<file path="src/hcd_pkg.sv">
package hcd_pkg;

   localparam int unsigned HASH_W = 64;
   localparam int unsigned TIME_W = 32;
   localparam int unsigned COUNT_W = 32;
   localparam int unsigned DEBOUNCE_W = 16;
   localparam logic [HASH_W-1:0] HASH_SEED = 64'd5381;
   localparam int unsigned HASH_SHIFT = 5;
   localparam logic [DEBOUNCE_W-1:0] DEBOUNCE_RESET = 16'd300;

   typedef enum logic [2:0] {
      CMD_BYTE  = 3'd0,
      CMD_EMPTY = 3'd1,
      CMD_RESET = 3'd2,
      CMD_FORCE = 3'd3,
      CMD_CHECK = 3'd4
   } command_type;

   typedef enum logic [1:0] {
      VERDICT_NEW       = 2'd0,
      VERDICT_SAME      = 2'd1,
      VERDICT_DEBOUNCED = 2'd2,
      VERDICT_DUPLICATE = 2'd3
   } verdict_type;

   typedef enum logic [2:0] {
      ST_IDLE,
      ST_EVAL,
      ST_READ,
      ST_CMP,
      ST_NEW,
      ST_OUT
   } state_type;

   function automatic logic [COUNT_W-1:0] sat_inc(input logic [COUNT_W-1:0] value);
      logic [COUNT_W-1:0] result;
      result = (value == {COUNT_W{1'b1}}) ? value : value + 1'b1;
      return result;
   endfunction

endpackage

</file>
<file path="src/hashed_change_detector.sv">
// A text byte without end mark is absorbed in its transfer cycle. A check (end of text,
// empty text, supplied hash) passes the evaluate state, then a window search and the
// new-entry state where needed, and then shows its result.
// The window memory is searched one entry at a time (read, then compare).
// Throughput: one item at a time; no new item is taken until the result is transferred.
// Reset is synchronous: debounce_ms returns to 300, counters and window fill clear.
module hashed_change_detector
   import hcd_pkg::*;
#(
   parameter int unsigned WINDOW_DEPTH = 16
) (
   input  logic                  clock,
   input  logic                  reset,
   input  logic                  csr_wr_en,
   input  logic [DEBOUNCE_W-1:0] csr_wr_data,
   input  logic                  req_valid,
   output logic                  req_stall,
   input  logic [2:0]            req_command,
   input  logic [7:0]            req_data_byte,
   input  logic                  req_last_byte,
   input  logic [TIME_W-1:0]     req_now_ms,
   input  logic [HASH_W-1:0]     req_given_hash,
   output logic                  rsp_valid,
   input  logic                  rsp_stall,
   output logic                  rsp_is_new,
   output logic [HASH_W-1:0]     rsp_text_hash,
   output logic [1:0]            rsp_verdict,
   output logic                  rsp_has_changed,
   output logic [COUNT_W-1:0]    rsp_total_changes,
   output logic [COUNT_W-1:0]    rsp_duplicates_skipped,
   output logic [COUNT_W-1:0]    rsp_hash_matches
);

   localparam int unsigned AW = (WINDOW_DEPTH > 1) ? $clog2(WINDOW_DEPTH) : 1;
   localparam int unsigned FW = $clog2(WINDOW_DEPTH + 1);
   localparam logic [AW-1:0] LAST_ADDR = AW'(WINDOW_DEPTH - 1);
   localparam logic [FW-1:0] FULL_FILL = FW'(WINDOW_DEPTH);

   state_type          state_ff, state_in;
   logic [HASH_W-1:0]  running_hash_ff, running_hash_in;
   logic [HASH_W-1:0]  accepted_hash_ff, accepted_hash_in;
   logic [TIME_W-1:0]  change_time_ff, change_time_in;
   logic [AW-1:0]      head_ff, head_in;
   logic [AW-1:0]      tail_ff, tail_in;
   logic [FW-1:0]      fill_ff, fill_in;
   logic [COUNT_W-1:0] change_total_ff, change_total_in;
   logic [COUNT_W-1:0] duplicate_total_ff, duplicate_total_in;
   logic [COUNT_W-1:0] match_total_ff, match_total_in;
   logic               changed_flag_ff, changed_flag_in;
   logic [DEBOUNCE_W-1:0] debounce_ff;
   logic [HASH_W-1:0]  chk_hash_ff, chk_hash_in;
   logic [TIME_W-1:0]  chk_now_ff, chk_now_in;
   verdict_type        verdict_ff, verdict_in;
   logic [AW-1:0]      rd_ptr_ff, rd_ptr_in;
   logic [FW-1:0]      cnt_ff, cnt_in;
   logic [HASH_W-1:0]  rd_data_ff;

   logic [HASH_W-1:0]  window_mem [WINDOW_DEPTH];
   logic               mem_we;

   logic               req_xfer;
   logic [HASH_W-1:0]  folded_hash;
   logic [TIME_W-1:0]  elapsed;

   function automatic logic [AW-1:0] next_addr(input logic [AW-1:0] addr);
      logic [AW-1:0] result;
      result = (addr == LAST_ADDR) ? '0 : addr + 1'b1;
      return result;
   endfunction

   assign req_stall = (state_ff != ST_IDLE);
   assign req_xfer  = req_valid && !req_stall;
   assign folded_hash = (running_hash_ff << HASH_SHIFT) + running_hash_ff
                        + {{(HASH_W-8){1'b0}}, req_data_byte};
   assign elapsed = chk_now_ff - change_time_ff;

   assign rsp_valid              = (state_ff == ST_OUT);
   assign rsp_is_new             = (verdict_ff == VERDICT_NEW);
   assign rsp_text_hash          = chk_hash_ff;
   assign rsp_verdict            = verdict_ff;
   assign rsp_has_changed        = changed_flag_ff;
   assign rsp_total_changes      = change_total_ff;
   assign rsp_duplicates_skipped = duplicate_total_ff;
   assign rsp_hash_matches       = match_total_ff;

   always_ff @(posedge clock) begin
      if (reset) begin
         state_ff           <= ST_IDLE;
         running_hash_ff    <= HASH_SEED;
         accepted_hash_ff   <= '0;
         change_time_ff     <= '0;
         head_ff            <= '0;
         tail_ff            <= '0;
         fill_ff            <= '0;
         change_total_ff    <= '0;
         duplicate_total_ff <= '0;
         match_total_ff     <= '0;
         changed_flag_ff    <= 1'b0;
         debounce_ff        <= DEBOUNCE_RESET;
      end else begin
         state_ff           <= state_in;
         running_hash_ff    <= running_hash_in;
         accepted_hash_ff   <= accepted_hash_in;
         change_time_ff     <= change_time_in;
         head_ff            <= head_in;
         tail_ff            <= tail_in;
         fill_ff            <= fill_in;
         change_total_ff    <= change_total_in;
         duplicate_total_ff <= duplicate_total_in;
         match_total_ff     <= match_total_in;
         changed_flag_ff    <= changed_flag_in;
         if (csr_wr_en) begin
            debounce_ff <= csr_wr_data;
         end
      end
   end

   always_ff @(posedge clock) begin
      chk_hash_ff <= chk_hash_in;
      chk_now_ff  <= chk_now_in;
      verdict_ff  <= verdict_in;
      rd_ptr_ff   <= rd_ptr_in;
      cnt_ff      <= cnt_in;
   end

   // Window memory: one write port, one registered read port.
   always_ff @(posedge clock) begin
      if (mem_we) begin
         window_mem[tail_ff] <= chk_hash_ff;
      end
      if (state_ff == ST_READ) begin
         rd_data_ff <= window_mem[rd_ptr_ff];
      end
   end

   always_comb begin
      state_in           = state_ff;
      running_hash_in    = running_hash_ff;
      accepted_hash_in   = accepted_hash_ff;
      change_time_in     = change_time_ff;
      head_in            = head_ff;
      tail_in            = tail_ff;
      fill_in            = fill_ff;
      change_total_in    = change_total_ff;
      duplicate_total_in = duplicate_total_ff;
      match_total_in     = match_total_ff;
      changed_flag_in    = changed_flag_ff;
      chk_hash_in        = chk_hash_ff;
      chk_now_in         = chk_now_ff;
      verdict_in         = verdict_ff;
      rd_ptr_in          = rd_ptr_ff;
      cnt_in             = cnt_ff;
      mem_we             = 1'b0;

      unique case (state_ff)
         ST_IDLE: begin
            if (req_xfer) begin
               chk_now_in = req_now_ms;
               case (command_type'(req_command))
                  CMD_BYTE: begin
                     if (req_last_byte) begin
                        chk_hash_in     = folded_hash;
                        running_hash_in = HASH_SEED;
                        state_in        = ST_EVAL;
                     end else begin
                        running_hash_in = folded_hash;
                     end
                  end
                  CMD_EMPTY: begin
                     running_hash_in = HASH_SEED;
                     chk_hash_in     = '0;
                     state_in        = ST_EVAL;
                  end
                  CMD_RESET: begin
                     accepted_hash_in = '0;
                     change_time_in   = req_now_ms;
                     changed_flag_in  = 1'b0;
                     fill_in          = '0;
                     head_in          = tail_ff;
                     running_hash_in  = HASH_SEED;
                  end
                  CMD_FORCE: begin
                     accepted_hash_in = '0;
                     change_time_in   = req_now_ms
                                        - ({{(TIME_W-DEBOUNCE_W){1'b0}}, debounce_ff} + 1'b1);
                     fill_in          = '0;
                     head_in          = tail_ff;
                  end
                  CMD_CHECK: begin
                     chk_hash_in = req_given_hash;
                     state_in    = ST_EVAL;
                  end
                  default: begin
                  end
               endcase
            end
         end
         ST_EVAL: begin
            priority if (chk_hash_ff == accepted_hash_ff) begin
               match_total_in  = sat_inc(match_total_ff);
               changed_flag_in = 1'b0;
               verdict_in      = VERDICT_SAME;
               state_in        = ST_OUT;
            end else if ((accepted_hash_ff != '0)
                         && (elapsed < {{(TIME_W-DEBOUNCE_W){1'b0}}, debounce_ff})) begin
               verdict_in = VERDICT_DEBOUNCED;
               state_in   = ST_OUT;
            end else if (fill_ff == '0) begin
               state_in = ST_NEW;
            end else begin
               rd_ptr_in = head_ff;
               cnt_in    = '0;
               state_in  = ST_READ;
            end
         end
         ST_READ: begin
            state_in = ST_CMP;
         end
         ST_CMP: begin
            priority if (rd_data_ff == chk_hash_ff) begin
               duplicate_total_in = sat_inc(duplicate_total_ff);
               verdict_in         = VERDICT_DUPLICATE;
               state_in           = ST_OUT;
            end else if (FW'(cnt_ff + 1'b1) == fill_ff) begin
               state_in = ST_NEW;
            end else begin
               cnt_in    = FW'(cnt_ff + 1'b1);
               rd_ptr_in = next_addr(rd_ptr_ff);
               state_in  = ST_READ;
            end
         end
         ST_NEW: begin
            // When the window is full the oldest entry is overwritten in place.
            mem_we  = 1'b1;
            tail_in = next_addr(tail_ff);
            if (fill_ff == FULL_FILL) begin
               head_in = next_addr(head_ff);
            end else begin
               fill_in = FW'(fill_ff + 1'b1);
            end
            accepted_hash_in = chk_hash_ff;
            change_time_in   = chk_now_ff;
            change_total_in  = sat_inc(change_total_ff);
            changed_flag_in  = 1'b1;
            verdict_in       = VERDICT_NEW;
            state_in         = ST_OUT;
         end
         ST_OUT: begin
            if (!rsp_stall) begin
               state_in = ST_IDLE;
            end
         end
         default: begin
            state_in = ST_IDLE;
         end
      endcase
   end

   a_fill_bounded: assert property (@(posedge clock) disable iff (reset)
      fill_ff <= FULL_FILL)
      else $error("window fill exceeds depth");

   a_no_accept_while_busy: assert property (@(posedge clock) disable iff (reset)
      rsp_valid |-> req_stall)
      else $error("input taken while a result is pending");

   a_search_in_range: assert property (@(posedge clock) disable iff (reset)
      (state_ff == ST_CMP) |-> (cnt_ff < fill_ff))
      else $error("window search ran past the fill count");

   a_new_pushes_window: assert property (@(posedge clock) disable iff (reset)
      (state_ff == ST_NEW) |=> (accepted_hash_ff == $past(chk_hash_ff)) && changed_flag_ff)
      else $error("accepted change did not update the last hash");

   a_result_drains: assert property (@(posedge clock) disable iff (reset)
      (rsp_valid && !rsp_stall) |=> !rsp_valid)
      else $error("result shown twice");

endmodule
</file>
<file path="config.mk">
export PLATFORM = sky130hd
export DESIGN_NAME = hashed_change_detector
export DESIGN_NICKNAME = d
export VERILOG_FILES = /design/src/hcd_pkg.sv /design/src/hashed_change_detector.sv
export SDC_FILE = /design/constraint.sdc
export NUM_CORES = 2
export LEC_CHECK = 0
export BUFFER_PORTS_ARGS = -buffer_cell sky130_fd_sc_hd__buf_2
export CAP_MARGIN = 20
export CORE_MARGIN = 2
export CORE_UTILIZATION = 45
export DETAILED_ROUTE_END_ITERATION = 8
export PLACE_DENSITY = 0.65
export SYNTH_ARGS = -nofsm -noshare
export SYNTH_HDL_FRONTEND = slang
export SYNTH_SLANG_ARGS = --single-unit
</file>
<file path="constraint.sdc">
create_clock -name clock -period 14.9 [get_ports clock]
set_input_delay 1.49 -clock clock [delete_from_list [all_inputs] [get_ports clock]]
set_output_delay 1.49 -clock clock [all_outputs]
set_load 0.01 [all_outputs]
</file>
==> Word level (Yosys, flattened, before mapping) <==
Memory sizes are Yosys's and may differ from the RTL's. A register that Yosys moved wholly into a read port is not among the register bits.
Index checks and enable logic that the tools add are counted.
{ "classes": {"n_addsub": 13, "n_lt_le_gt_ge": 1, "eq_ne": 37, "mux": 54, "bitwise_logic": 3, "n_reduce_logical": 32} }
{ "op_table": {"columns": ["operator", "count"], "rows": [
  ["two-way mux 64 bit", 4],
  ["one-hot mux 64 bit (2 select lines)", 2],
  ["one-hot mux 64 bit (3 select lines)", 1],
  ["== test 64 bit", 2],
  ["one-hot mux 32 bit (2 select lines)", 2],
  ["adder 32 x 1 -> 32 bit, second input constant", 3],
  ["== test 32 bit, second input constant", 3],
  ["adder 64 bit", 1],
  ["adder 64 x 8 -> 64 bit", 1],
  ["nonzero test 64 bit", 1],
  ["two-way mux 4 bit", 11],
  ["two-way mux 5 bit", 8],
  ["less-than comparator 32 x 16 -> 1 bit", 1],
  ["two-way mux 32 bit", 1],
  ["subtractor 32 x 17 -> 32 bit", 1],
  ["subtractor 32 bit", 1],
  ["!= test 2 bit, second input constant", 13],
  ["two-way mux 3 bit", 8],
  ["one-hot mux 5 bit (2 select lines)", 2],
  ["AND reduction 4 bit", 5],
  ["one-hot mux 3 bit (6 select lines)", 1],
  ["AND reduction 3 bit", 6],
  ["adder 16 x 1 -> 17 bit, second input constant", 1],
  ["one-hot mux 4 bit (2 select lines)", 2],
  ["other kinds (28)", 59]
]} }
{ "word_totals": {"reg_bits": 396, "ramBits": 1024, "in_bits": 129, "output_inout_bits": 166, "memories": 1} }
{ "memory_table": {"columns": ["name", "words", "word_bits", "read_ports", "rd_clocked_by_memory_dff", "wr", "line_no", "source"], "rows": [
  ["window_mem", 16, 64, 1, 1, 1, "hashed_change_detector.sv:58", "logic [HASH_W-1:0] window_mem [WINDOW_DEPTH];"]
]} }

==> Longest topological paths before layout <==
{ "depth": {"ltp_word": 6, "depth_mapped": 20} }

==> Least setup slack after synthesis <==
Ideal clock, no wire load.
{ "synth_timing": {"path_type": "register to register", "from": "reg state_ff[2]", "to": "mem window_mem[2][0], enable pin", "setup_ns": 0.565, "arrival_ns": 6.144, "t_required_ns": 14.335, "slack_ns": 8.191, "stages_incl_launch_ff": 8, "path_buffers": 3, "synth_period_minus_slack_ns": 6.709, "cell_sequence": "dfxtp_1 clkbuf_1 inv_1 nor3_1 clkbuf_1 clkbuf_1 nand2_1 nor3_1"} }
{ "synth_via": {"elab_chain_len": 4} }
{ "synth_lines": {"columns": ["element", "line_no", "source"], "rows": [
  ["from (decl)", "hashed_change_detector.sv:39", "state_type state_ff, state_in;"],
  ["from (signal assigned)", "hashed_change_detector.sv:101", "state_ff <= state_in;"],
  ["== test 3 bit", "hashed_change_detector.sv:155", "unique case (state_ff)"],
  ["two-way mux 1 bit", "hashed_change_detector.sv:155", null],
  ["two-way mux 1 bit", "hashed_change_detector.sv:128", "if (mem_we) begin"],
  ["two-way mux 1 bit (not written as such)", "hashed_change_detector.sv:129", "window_mem[tail_ff] <= chk_hash_ff;"],
  ["to (decl)", "hashed_change_detector.sv:58", null]
]} }
No other way between the ends.

==> Worst setup path in the final report <==
{ "layout_timing": {"from": "in req_data_byte[1]", "to": "reg chk_hash_ff[61] (netlist: rsp_text_hash[61]) (data pin)"} }
{ "layout_via": {"elab_chain_len": 3} }
{ "layout_lines": {"columns": ["element", "line_no", "source"], "rows": [
  ["from (decl)", "hashed_change_detector.sv:19", "input logic [7:0] req_data_byte,"],
  ["adder 64 x 8 -> 64 bit", "hashed_change_detector.sv:74", "+ {{(HASH_W-8){1'b0}}, req_data_byte};"],
  ["two-way mux 64 bit", "hashed_change_detector.sv:161", "if (req_last_byte) begin"],
  ["one-hot mux 64 bit (3 select lines)", "hashed_change_detector.sv:159", "case (command_type'(req_command))"],
  ["to (signal assigned)", "hashed_change_detector.sv:119", "chk_hash_ff <= chk_hash_in;"],
  ["to (decl)", "hashed_change_detector.sv:51", "logic [HASH_W-1:0] chk_hash_ff, chk_hash_in;"]
]} }
No other way between the ends. The select of a mux whose other input is x is not followed.
A chain may end at the register's enable or synchronous reset.

==> results.md <==
* Status: completed
* Cell Area, Synth at 0.0656 mm2
* Tcrit/Tclk final at 0.363
* R2R Setup Slk at 9.58 ns
* Setup bufs post-CTS at 0
* HPWL after DPL at 113 mm
* Routed wire per std cell at 25.4 um
* Cell count after synthesis at 4,742
* Die Width at 386 um
* CTS clk-pin slew, worst paths at 0.06 ns
* Routed WL at 182 mm
* Top-count cell post-synth: edfxtp_1
* Sequential element share of the synthesized area at 0.635
* Routed vias/inst at 5.92
* I/O pin count at 295
* Ys flop type: edfxtp_1
* Clock Path Buffers at 3
* Core area at 0.145 mm2
* PD cells at 117 mW/mm2
* Die area at 0.149 mm2
* Global-route wire length before repair at 268 mm
* All-layer global routing usage at 0.242
* Top cell type by total area after synthesis: edfxtp_1
* Hold buffers post-CTS at 0
* IO buf count at 294
* Req. time, crit path at 15.43 ns
* Total gr overflow at 0
* Yosys warnings at 0
* Final ANT Viol Nets at 0
* Routed vias at 42,200
* Initial DRC count at 4,122
* LEAKAGE at 0.0279 uW
* Vias in the first global route at 41,500
* Max Cap Viol at 0
* Max-slew violation count at 0
* Psw at 1980 uW
* Final hold vios at 0
* Post-synth ARST share at 0
* Synth top area share at 0.547
* Clock sinks at 1,484
* GPL Wtd Cong at 0.914
* Post-synth EDFFs at 1,195
* Part of the power in registers at 0.515
* Final Setup Violations at 0
* RSZ-0062 raised after global routing: false
* Layout cells sized above 1 at 0.170
* Post-CTS resize count at 0
* Post-layout minimum cycle time at 5.42 ns
* Top cells by area, synth: edfxtp_1 (55%), dfxtp_1 (8.8%), mux4_2 (4.4%), ha_1 (3.7%), mux2i_1 (3.3%)
* FP Rows at 140
* Die Ht at 386 um
* Setup Skew at 0.0367 ns
* Data arrival time of the critical path at 5.95 ns
* Synthesis-stage register bit count at 1,484
* Post-synth net total at 5,073
* Pint at 6790 uW
* Worst Path Max Fanout at 3
* Commonest cells in the netlist: edfxtp_1 (1,195), nor2_1 (322), dfxtp_1 (289)
* Layout area overhead at 14.0%
* Final core utilization at 0.515
* CTS Buf Count at 155
* Nets at 5,413
* Setup TNS at 0 ns
* Hold Crit Class: reg -> reg
* DP Area at 0.0696 mm2
* Worst vdd ir at 0.0826 mV
* Number of distinct library cells after synthesis at 80
* CTS H-tree lvls at 4
* Largest net degree at the start of global routing at 128
* Skew-Pair Late Insertion Delay at 0.79 ns
* Comb power frac at 0.052
* WS Path Type: in -> reg
* Root Driver: clkbuf_16
* # DRC at 0
* Initial antenna violation count at 17
* Worst-margin pin slew at 1.11 ns
* Hold_ws at 0.441 ns
* Normalized max-slew margin at 0.258
* First-pass detailed-route iteration total at 8
* Clock power share at 0.433
* CTS tree: yes
* Post-layout instance area at 0.0748 mm2
* Critical path endpoint category: flip-flop
* Highest clock rate at 185 MHz
* Switching Fraction at 0.226
* Initial Util at 0.452
* Syn Area/Cell at 13.8 um2
* Worst Setup Start Kind: input port
placed cells by master (no fill, tap or decap), types with 89 or more instances in the layout:
master,n
edfxtp_1,1195
mux4_2,128
ha_1,196
nand2_1,271
a22oi_1,161
a21oi_1,224
buf_4,112
a22o_1,89
mux2i_1,215
xor2_1,179
o21ai_0,221
buf_2,293
clkbuf_16,155
xnor2_1,150
dfxtp_1,289
nor2_1,308
layer usage:
layer / global-route usage / wire (um) / vias to the layer above
li1: - / - / 19000
met1: 0.332 / 76700 / 21400
met2: 0.394 / 86400 / 1526
met3: 0.0390 / 13200 / 288
met4: 0.0760 / 5270 / 0
met5: 0 / 0 / -
through the flow:
step | instances | worst slack [ns] | total power [uW]
floorplan | 4742 | 8.19 | 4880
global placement | 6835 | 8.71 | 5050
detailed placement | 6837 | 8.72 | 5050
CTS | 7122 | 9.53 | 8820
global route | 7138 | 9.24 | 9040
finish | 7138 | 9.48 | 8770
power by group through the flow:
stage	logic, uW	registers, uW	clock network [uW]
2_1_floorplan	258	4620	0
3_3_place_gp	445	4600	0
3_5_place_dp	449	4600	0
4_1_cts	451	4510	3860
5_1_grt	499	4520	4020
6_report	455	4510	3800
worst max-delay path, cell delays in order:
cell and delay [ns]:
buf_2 0.13, ha_1 0.29, ha_1 0.23, fa_1 0.49, a21oi_1 0.21, o211ai_1 0.17, a211o_1 0.35, a31oi_1 0.46
o211ai_1 0.37, a311o_1 0.44, a21o_1 0.25, a211oi_1 0.48, o31ai_1 0.19, xor2_1 0.19, a22o_1 0.21
path summary, 6_finish.rpt:
kind | to | from | cells past startpoint
worst max-delay path | rsp_text_hash[61]$_DFFE_PP_ | req_data_byte[1] | 15
worst min-delay path | change_time_ff[23]$_SDFFE_PP0P_ | change_time_ff[23]$_SDFFE_PP0P_ | 2
worst max register to register | rd_ptr_ff[3]$_DFFE_PP_ | change_time_ff[1]$_SDFFE_PP0P_ | 20
worst min register to register | change_time_ff[23]$_SDFFE_PP0P_ | change_time_ff[23]$_SDFFE_PP0P_ | 2
registers in the layout, summed over array words and instances, names as in the netlist, 64 cells and up:
name              count
accepted_hash_ff     64
rd_data_ff           64
rsp_text_hash        64
running_hash_ff      64
window_mem         1024
area by class of cell:
cell class,instances,area [um2]
clock inverter,87,853
clock buffer,198,4160
multi-input combinational,2938,22900
fill,12100,70400
sequential,1484,41700
antenna,11,27.5
tap,1917,2400
timing repair buffer,415,2500
inverter,88,330
logic make-up (layout without fill, tap and decap cells):
family | Yosys count | count (layout) | share of synthesized area
compound gates | 1019 | 1019 | 0.104
mux | 408 | 408 | 0.0879
other cells | 0 | 11 | 0
flops | 1484 | 1484 | 0.635
xor+xnor | 329 | 329 | 0.0439
fa+ha+maj | 202 | 202 | 0.0392
simple gates | 980 | 980 | 0.0707
buf+inv | 320 | 788 | 0.0188
(Power assumes the default switching activity.)
